$ cat config.mk
export PLATFORM = sky130hd
export DESIGN_NAME = uri_percent_codec
export DESIGN_NICKNAME = d
export VERILOG_FILES = /design/src/hw/rtl/upc_pkg.sv /design/src/hw/rtl/upc_front.sv /design/src/hw/rtl/upc_queue.sv /design/src/hw/rtl/upc_back.sv /design/src/hw/rtl/uri_percent_codec.sv
export SDC_FILE = /design/constraint.sdc
export NUM_CORES = 1
export LEC_CHECK = 0
export BUFFER_PORTS_ARGS = -buffer_cell sky130_fd_sc_hd__buf_2
export CAP_MARGIN = 25
export CORE_UTILIZATION = 40
export CTS_CLUSTER_DIAMETER = 50
export CTS_CLUSTER_SIZE = 14
export DETAILED_ROUTE_END_ITERATION = 12
export GPL_TIMING_DRIVEN = 0
export PLACE_DENSITY = 0.69
export SYNTH_ARGS = -nofsm -noshare
export SYNTH_HDL_FRONTEND = slang
export SYNTH_SLANG_ARGS = --single-unit
export TNS_END_PERCENT = 30
$ cat constraint.sdc
create_clock -name clk -period 5.05 [get_ports clk]
set_input_delay 0.2525 -clock clk [delete_from_list [all_inputs] [get_ports clk]]
set_output_delay 0.2525 -clock clk [all_outputs]
set_load 0.02 [all_outputs]
$ cat src/hw/rtl/upc_pkg.sv
// Shared types, constants and byte classifiers for the percent codec.
// No dependencies; used by every module of the block.
package upc_pkg;

    localparam logic [7:0] PCT_CHAR = 8'h25;
    localparam logic [8*16-1:0] HEX_CHARS = "0123456789ABCDEF";
    localparam logic [3:0] NIBBLE_MASK = 4'hF;
    localparam int ENTRY_BYTES = 3;

    typedef enum logic {
        MODE_ENCODE = 1'b0,
        MODE_DECODE = 1'b1
    } mode_t;

    typedef enum logic [0:0] {
        REG_MODE = 1'b0
    } reg_index_t;

    // One converted item: up to three bytes, first byte in slot 0
    typedef struct packed {
        logic [ENTRY_BYTES-1:0][7:0] bytes;
        logic [1:0]                  count;
        logic                        last;
    } upc_entry_t;

    typedef struct packed {
        logic full;
        logic valid;
    } upc_qstat_t;

    function automatic logic keeps_literal(input logic [7:0] c);
        logic keep;
        case (c) inside
            [8'h61:8'h7A], [8'h41:8'h5A], [8'h30:8'h39]: keep = 1'b1;
            8'h2D, 8'h2E, 8'h5F, 8'h7E, 8'h2F, 8'h3A, 8'h40,
            8'h21, 8'h24, 8'h26, 8'h27, 8'h28, 8'h29, 8'h2A,
            8'h2B, 8'h2C, 8'h3B, 8'h3D:                  keep = 1'b1;
            default:                                     keep = 1'b0;
        endcase
        return keep;
    endfunction

    function automatic logic is_hex(input logic [7:0] c);
        logic hex;
        case (c) inside
            [8'h30:8'h39], [8'h61:8'h66], [8'h41:8'h46]: hex = 1'b1;
            default:                                     hex = 1'b0;
        endcase
        return hex;
    endfunction

    // Value of a hex digit; letters of either case share the low nibble rule
    function automatic logic [3:0] hex_value(input logic [7:0] c);
        logic [3:0] v;
        case (c) inside
            [8'h30:8'h39]: v = c[3:0];
            [8'h61:8'h66],
            [8'h41:8'h46]: v = c[3:0] + 4'd9;
            default:       v = 4'd0;
        endcase
        return v;
    endfunction

    function automatic logic [7:0] hex_char(input logic [3:0] n);
        logic [3:0] pos;
        pos = NIBBLE_MASK - n;
        return HEX_CHARS[{pos, 3'b000} +: 8];
    endfunction

endpackage

$ cat src/hw/rtl/upc_front.sv
// Front end: accepts input bytes, tracks the pending escape and builds one
// queue entry of up to three output bytes per item. Uses upc_pkg.
module upc_front
    import upc_pkg::*;
(
    input  logic       clk,
    input  logic       rst_n,
    input  logic       mode,
    input  logic       accept,
    input  logic [7:0] in_byte,
    input  logic       in_last,
    output logic       push,
    output upc_entry_t entry,
    output logic       pend_idle
);

    typedef enum logic [1:0] {
        PEND_NONE  = 2'd0,
        PEND_PCT   = 2'd1,
        PEND_DIGIT = 2'd2
    } pend_t;

    pend_t      pend_reg, pend_next;
    logic [7:0] held_reg, held_next;

    logic       fresh_hold;
    logic [1:0] fresh_cnt;
    pend_t      fresh_pend;

    // Byte seen with no escape pending
    always_comb
    begin
        if (in_byte == PCT_CHAR && !in_last)
        begin
            fresh_hold = 1'b1;
            fresh_cnt  = 2'd0;
            fresh_pend = PEND_PCT;
        end
        else
        begin
            fresh_hold = 1'b0;
            fresh_cnt  = 2'd1;
            fresh_pend = PEND_NONE;
        end
    end

    always_comb
    begin
        entry.bytes = '{default: 8'h00};
        entry.count = 2'd0;
        entry.last  = in_last;
        pend_next   = pend_reg;
        held_next   = held_reg;
        if (mode_t'(mode) == MODE_ENCODE)
        begin
            pend_next = PEND_NONE;
            held_next = 8'h00;
            if (keeps_literal(in_byte))
            begin
                entry.bytes[0] = in_byte;
                entry.count    = 2'd1;
            end
            else
            begin
                entry.bytes[0] = PCT_CHAR;
                entry.bytes[1] = hex_char(in_byte[7:4]);
                entry.bytes[2] = hex_char(in_byte[3:0]);
                entry.count    = 2'd3;
            end
        end
        else
        begin
            case (pend_reg)
                PEND_PCT:
                begin
                    if (is_hex(in_byte) && !in_last)
                    begin
                        pend_next = PEND_DIGIT;
                        held_next = in_byte;
                    end
                    else
                    begin
                        entry.bytes[0] = PCT_CHAR;
                        entry.bytes[1] = in_byte;
                        entry.count    = 2'd1 + fresh_cnt;
                        pend_next      = fresh_pend;
                    end
                end
                PEND_DIGIT:
                begin
                    if (is_hex(in_byte))
                    begin
                        entry.bytes[0] = {hex_value(held_reg), hex_value(in_byte)};
                        entry.count    = 2'd1;
                        pend_next      = PEND_NONE;
                    end
                    else
                    begin
                        // malformed: send the escape as is, then rescan this byte
                        entry.bytes[0] = PCT_CHAR;
                        entry.bytes[1] = held_reg;
                        entry.bytes[2] = in_byte;
                        entry.count    = 2'd2 + fresh_cnt;
                        pend_next      = fresh_pend;
                    end
                end
                default:
                begin
                    entry.bytes[0] = in_byte;
                    entry.count    = fresh_cnt;
                    pend_next      = fresh_hold ? PEND_PCT : PEND_NONE;
                end
            endcase
        end
        if (in_last)
        begin
            pend_next = PEND_NONE;
            held_next = 8'h00;
        end
    end

    assign push      = accept && (entry.count != 2'd0);
    assign pend_idle = (pend_reg == PEND_NONE);

    always_ff @(posedge clk or negedge rst_n)
    begin
        if (!rst_n)
        begin
            pend_reg <= PEND_NONE;
            held_reg <= 8'h00;
        end
        else if (accept)
        begin
            pend_reg <= pend_next;
            held_reg <= held_next;
        end
    end

endmodule

$ cat src/hw/rtl/upc_queue.sv
// Short entry queue between front and back end; register array, one write
// and one read per cycle. Uses upc_pkg.
module upc_queue
    import upc_pkg::*;
#(
    parameter int DEPTH = 4
)
(
    input  logic       clk,
    input  logic       rst_n,
    input  logic       push,
    input  upc_entry_t push_entry,
    input  logic       pop,
    output upc_entry_t head,
    output upc_qstat_t stat
);

    localparam int PTR_W = (DEPTH > 1) ? $clog2(DEPTH) : 1;
    localparam int LVL_W = $clog2(DEPTH + 1);

    upc_entry_t slot_reg [DEPTH];
    logic [PTR_W-1:0] wr_ptr_reg, wr_ptr_next;
    logic [PTR_W-1:0] rd_ptr_reg, rd_ptr_next;
    logic [LVL_W-1:0] level_reg, level_next;
    logic do_push, do_pop;

    assign stat.full  = (level_reg == LVL_W'(DEPTH));
    assign stat.valid = (level_reg != '0);
    assign do_push    = push && !stat.full;
    assign do_pop     = pop && stat.valid;
    assign head       = slot_reg[rd_ptr_reg];

    always_comb
    begin
        wr_ptr_next = wr_ptr_reg;
        rd_ptr_next = rd_ptr_reg;
        level_next  = level_reg;
        if (do_push)
            wr_ptr_next = (wr_ptr_reg == PTR_W'(DEPTH - 1)) ? '0 : wr_ptr_reg + 1'b1;
        if (do_pop)
            rd_ptr_next = (rd_ptr_reg == PTR_W'(DEPTH - 1)) ? '0 : rd_ptr_reg + 1'b1;
        if (do_push && !do_pop)
            level_next = level_reg + 1'b1;
        else if (do_pop && !do_push)
            level_next = level_reg - 1'b1;
    end

    always_ff @(posedge clk or negedge rst_n)
    begin
        if (!rst_n)
        begin
            wr_ptr_reg <= '0;
            rd_ptr_reg <= '0;
            level_reg  <= '0;
        end
        else
        begin
            wr_ptr_reg <= wr_ptr_next;
            rd_ptr_reg <= rd_ptr_next;
            level_reg  <= level_next;
        end
    end

    always_ff @(posedge clk)
    begin
        if (do_push)
            slot_reg[wr_ptr_reg] <= push_entry;
    end

endmodule

$ cat src/hw/rtl/upc_back.sv
// Back end: drains the head queue entry one byte per cycle, while out_stall
// is low, into the output register. Uses upc_pkg.
module upc_back
    import upc_pkg::*;
(
    input  logic       clk,
    input  logic       rst_n,
    input  upc_entry_t head,
    input  upc_qstat_t qstat,
    output logic       pop,
    output logic       out_valid,
    input  logic       out_stall,
    output logic [7:0] out_byte,
    output logic       out_last
);

    logic [1:0] idx_reg, idx_next;
    logic       valid_reg, valid_next;
    logic [7:0] byte_reg, byte_next;
    logic       last_reg, last_next;
    logic       load;
    logic       at_end;
    logic [7:0] sel_byte;

    assign load   = !valid_reg || !out_stall;
    assign at_end = (idx_reg == (head.count - 2'd1));

    always_comb
    begin
        case (idx_reg)
            2'd0:    sel_byte = head.bytes[0];
            2'd1:    sel_byte = head.bytes[1];
            2'd2:    sel_byte = head.bytes[2];
            default: sel_byte = head.bytes[0];
        endcase
    end

    always_comb
    begin
        pop        = 1'b0;
        idx_next   = idx_reg;
        valid_next = valid_reg;
        byte_next  = byte_reg;
        last_next  = last_reg;
        if (load)
        begin
            valid_next = qstat.valid;
            if (qstat.valid)
            begin
                byte_next = sel_byte;
                last_next = head.last && at_end;
                if (at_end)
                begin
                    pop      = 1'b1;
                    idx_next = 2'd0;
                end
                else
                    idx_next = idx_reg + 2'd1;
            end
        end
    end

    always_ff @(posedge clk or negedge rst_n)
    begin
        if (!rst_n)
        begin
            idx_reg   <= 2'd0;
            valid_reg <= 1'b0;
        end
        else
        begin
            idx_reg   <= idx_next;
            valid_reg <= valid_next;
        end
    end

    always_ff @(posedge clk)
    begin
        byte_reg <= byte_next;
        last_reg <= last_next;
    end

    assign out_valid = valid_reg;
    assign out_byte  = byte_reg;
    assign out_last  = last_reg;

endmodule

$ cat src/hw/rtl/uri_percent_codec.sv
// Top level of the percent encoder/decoder: APB mode register, front end,
// entry queue and back end. Depends on upc_pkg, upc_front, upc_queue, upc_back.
//
//  Channel  Handshake              Payload
//  input    in_valid / in_stall    in_byte[7:0], in_last
//  output   out_valid / out_stall  out_byte[7:0], out_last
//  config   APB psel/penable       paddr[2:0], pwdata/prdata[31:0] (mode at 0x0)
//
// One input item is taken per cycle while the queue has room; each yields
// zero to three output bytes. The back end sends one byte per cycle while
// out_stall is low, so sustained throughput follows the output byte count.
// in_stall rises only when all QUEUE_DEPTH entries are occupied.
// Reset clears the mode (encode), the pending escape, the queue and the output.
module uri_percent_codec
    import upc_pkg::*;
#(
    parameter int QUEUE_DEPTH = 4
)
(
    input  logic        clk,
    input  logic        rst_n,
    input  logic        psel,
    input  logic        penable,
    input  logic        pwrite,
    input  logic [2:0]  paddr,
    input  logic [31:0] pwdata,
    output logic [31:0] prdata,
    output logic        pready,
    input  logic        in_valid,
    output logic        in_stall,
    input  logic [7:0]  in_byte,
    input  logic        in_last,
    output logic        out_valid,
    input  logic        out_stall,
    output logic [7:0]  out_byte,
    output logic        out_last
);

    logic       mode_reg, mode_next;
    logic       cfg_wr;
    reg_index_t reg_idx;
    logic       accept;
    logic       push;
    logic       pop;
    logic       pend_idle;
    upc_entry_t push_entry;
    upc_entry_t head;
    upc_qstat_t qstat;

    assign pready  = 1'b1;
    assign reg_idx = reg_index_t'(paddr[2]);
    assign cfg_wr  = psel && penable && pwrite;
    assign prdata  = (reg_idx == REG_MODE) ? {31'd0, mode_reg} : 32'd0;

    always_comb
    begin
        mode_next = mode_reg;
        if (cfg_wr && reg_idx == REG_MODE)
            mode_next = pwdata[0];
    end

    always_ff @(posedge clk or negedge rst_n)
    begin
        if (!rst_n)
            mode_reg <= MODE_ENCODE;
        else
            mode_reg <= mode_next;
    end

    assign in_stall = qstat.full;
    assign accept   = in_valid && !in_stall;

    upc_front u_front (
        .clk       (clk),
        .rst_n     (rst_n),
        .mode      (mode_reg),
        .accept    (accept),
        .in_byte   (in_byte),
        .in_last   (in_last),
        .push      (push),
        .entry     (push_entry),
        .pend_idle (pend_idle)
    );

    upc_queue #(
        .DEPTH (QUEUE_DEPTH)
    ) u_queue (
        .clk        (clk),
        .rst_n      (rst_n),
        .push       (push),
        .push_entry (push_entry),
        .pop        (pop),
        .head       (head),
        .stat       (qstat)
    );

    upc_back u_back (
        .clk       (clk),
        .rst_n     (rst_n),
        .head      (head),
        .qstat     (qstat),
        .pop       (pop),
        .out_valid (out_valid),
        .out_stall (out_stall),
        .out_byte  (out_byte),
        .out_last  (out_last)
    );

    // A string end always leaves no escape pending
    a_last_clears: assert property (@(posedge clk) disable iff (!rst_n)
        accept && in_last |=> pend_idle)
        else $error("escape still pending after last byte");

    // Encoding a reserved byte always queues a three-byte escape
    a_encode_escape: assert property (@(posedge clk) disable iff (!rst_n)
        accept && mode_reg == MODE_ENCODE && !keeps_literal(in_byte)
            |-> push && push_entry.count == 2'd3)
        else $error("encoded escape not queued as three bytes");

    // The back end never pops an empty queue
    a_pop_valid: assert property (@(posedge clk) disable iff (!rst_n)
        pop |-> qstat.valid)
        else $error("pop from empty queue");

    // A queued entry never carries zero bytes
    a_entry_nonempty: assert property (@(posedge clk) disable iff (!rst_n)
        qstat.valid |-> head.count != 2'd0)
        else $error("empty entry at queue head");

endmodule
==> flow_metrics.py <==
metrics = {
    "clock_network": {
        "clkTransAtPathRegs_ps": 60,
        "htreeDepth": 4,
        "insertion_delay_ps": 410,
        "clk_path_buf_depth": 2,
        "cts_root_buf": "clkbuf_16",
        "cts.sinks": 138,
        "cts_buffers": 17,
        "cts.repair.resized": 0,
        "cts_tree": "built",
    },
    "sta": {
        "timing.hold.ws_ps": 50.88,
        "min_period_ps": 4202,
        "finClkSkew_ps": 7.157,
        "setup_viol": 0,
        "period_share": 0.8320,
        "grt_setup_unrepaired": "false",
        "setup_ws_ps": 848.4,
        "final-max-slew-violation-count": 0,
        "tightestPinTransition_ps": 875.5,
        "hold_viol": 0,
        "fmax_ghz": 0.2380,
        "relSlewSlack": 0.4163,
    },
    "cells_and_area": {
        "layout-drive-gt1-share": 0.2344,
        "regArea_mm2": 0.004039,
        "final_cells": 835,
        "multi_input_area_mm2": 0.002648,
        "nNetsFinal": 671,
        "largest_reg_flops": 108,
        "syn_to_final_growth_pct": 17.68,
        "final_common_cell": "edfxtp_1",
        "n_fill_cell": 1513,
        "diodes": 0,
        "most-common-layout-cells": "117 x edfxtp_1, 33 x buf_4, 32 x conb_1",
    },
    "yosys": {
        "ys_seq_elements": 138,
        "syn_area_mm2": 0.006999,
        "synth-seq-area-share": 0.5770,
        "synth_cell_types": 66,
        "synth_top_area_share": 0.5020,
        "synth_xor_area_frac": 0.008759,
        "muxShareOfSynthArea": 0.09886,
        "synth_top_cell_by_area": "edfxtp_1",
        "synth_fa_ha_area_frac": 0.04219,
        "synth_compound_area_frac": 0.1198,
        "synth_area_leaders": "edfxtp_1 50%, mux4_2 8.7%, dfrtp_1 7.5%",
        "synth_simple_gate_area_frac": 0.08867,
        "ys.flop_type": "edfxtp_1",
        "synthArstFlopShare": 0.1522,
        "netlist_instances": 510,
        "synth-edff-count": 117,
        "avgSynthCellArea_um2": 13.72,
        "ys_warn_count": 0,
        "synth_top_family_by_area": "compound AO/OA/AOI/OAI gates",
    },
    "status": {
        "outcome": "finished, final reports clean",
    },
    "worst_setup_path": {
        "rrSetupSlack_ps": 1350,
        "critPathArrivalTime_ps": 4540,
        "worstPathRequired_ps": 5380,
        "critPathCaptureType": "register",
        "crit_path_start_kind": "input pin",
        "critPathMaxFanout": 10,
        "path_class": "in -> reg",
        "critPathBufInv": 4,
        "cp_slowest_stage_delay_ps": 630,
        "cpMaxStageDelayCell": "nor3_1",
        "path_cells": "buf_2 -> clkbuf_1 -> inv_1 -> ha_1 -> or4b_1 -> a41o_1 -> o21a_1 -> nor3_1 -> a211oi_1 -> nor2_1 -> ha_1 -> inv_1 -> fa_1 -> xor2_1 -> nor2_1 -> xor2_1",
        "cp_top_family": "simple AND/OR/NAND/NOR gates",
    },
    "die": {
        "io_pins": 95,
        "die-area_mm2": 0.01803,
        "num_rows": 48,
        "dieHeight_um": 134.3,
        "core_area_mm2": 0.01718,
        "die_w_um": 134.3,
        "initial_utilization": 0.4075,
    },
    "pwr": {
        "p_sw_w": 0.001265,
        "p_leak_nw": 3.089,
        "p_total_w": 0.004078,
        "peakVddDrop_uv": 242.0,
        "power_frac_comb": 0.315,
        "p_per_area_mw_per_mm2": 495.1,
        "p_int_w": 0.002813,
        "p_sw_frac": 0.3103,
        "clockPowerShare": 0.283,
        "power_frac_seq": 0.401,
    },
    "job": {
        "maxCapViolCount": 0,
    },
    "route": {
        "wl_um": 15900,
        "drc": 0,
        "ant_nets": 0,
        "drtIter0Drc": 478,
        "via_per_inst": 5.471,
        "first_pass_iters": 5,
        "num_vias": 4568,
        "wl_per_cell_um": 19.04,
    },
    "placed_design": {
        "pre_cts_ws_ps": 463.3,
        "dp_cells": 801,
        "gp_congestion": 0.8799,
        "hpwl_um": 11240,
        "io_buffers": 26,
    },
    "global_route": {
        "grt_pass1_wl_um": 24960,
        "grt-ovfl-total": 0,
        "grt_start_max_net_pins": 22,
        "grt_pass1_vias": 4503,
        "antenna_found_initial": 0,
        "grtUsageTotal": 0.1856,
    },
    "min_path": {
        "hold_class": "in -> reg",
    },
}
[stage by stage]
step	util	area, µm²	setup TNS [ps]
floorplan	-	7112	0
detailed placement	0.4451	7645	0
CTS	0.4787	8222	0
global route	0.4795	8237	0
finish	0.4795	8237	0
global placement	0.4380	7523	-228270
[kinds of logic after synthesis]
kind of cell | Yosys count
AO/OA/AOI/OAI | 111
XOR/XNOR | 7
adder cells (fa/ha/maj) | 23
buffers and inverters | 81
flip-flops | 138
multiplexers | 35
other | 2
AND/OR/NAND/NOR | 113
[tightest hold or removal path: stages]
cell and delay (ps):
buf_2 90, nand2_1 40, nand2_1 50
[layout make-up]
cell class                 count  share of cell area
tap                          225             0.03418
multi-input combinational    321              0.3214
clock inverter                 6            0.004253
timing repair buffer          38             0.03114
sequential                   138              0.4904
buffer                        63             0.04588
clock buffer                  26             0.06456
inverter                      18            0.008203
[metal layers]
metal  share of wire  routed length [µm]  global-route usage
met5               0                   0                   0
met4          0.0083                 132             0.04869
met2            0.53                8348              0.3227
met3           0.054                 853             0.03515
met1            0.41                6563              0.2376
[Yosys cell counts, drive strengths merged, types with 9 or more instances]
cell	n
nand3	9
inv	18
ha	22
a22o	11
nand2b	11
dfrtp	21
clkbuf	20
a21oi	11
nor3	11
nor2	16
nand2	25
buf	43
mux4	27
o21ai	19
a22oi	12
edfxtp	117
[path summary, 6_finish.rpt]
path / depth (start not counted) / endpoint / from
max in group asynchronous: 2 / u_back.out_valid / rst_n
max reg2reg: 13 / u_queue.level_reg[2] / u_front.pend_reg[1]
min: 3 / u_back.out_valid / out_stall
max: 16 / u_queue.level_reg[2] / in_byte[1]
min reg2reg: 1 / u_queue.level_reg[2] / u_queue.level_reg[2]
min in group asynchronous: 2 / u_back.idx_reg[1] / rst_n
[timing repair]
| item | in CTS | in global routing |
|---|---|---|
| endpoints found under the hold margin | 21 | 0 |
| hold buffers | 1 | 0 |
| buffers inserted | 0 | 0 |
[power by group through the flow]
stage	logic [W]	registers, W	clock network, W
2_1_floorplan	0.000834	0.00170	0
3_3_place_gp	0.00119	0.00166	0
4_1_cts	0.00129	0.00164	0.00116
3_5_place_dp	0.00127	0.00166	0
5_1_grt	0.00140	0.00166	0.00121
6_report	0.00129	0.00164	0.00115
Power figures use the tool's default switching activity.
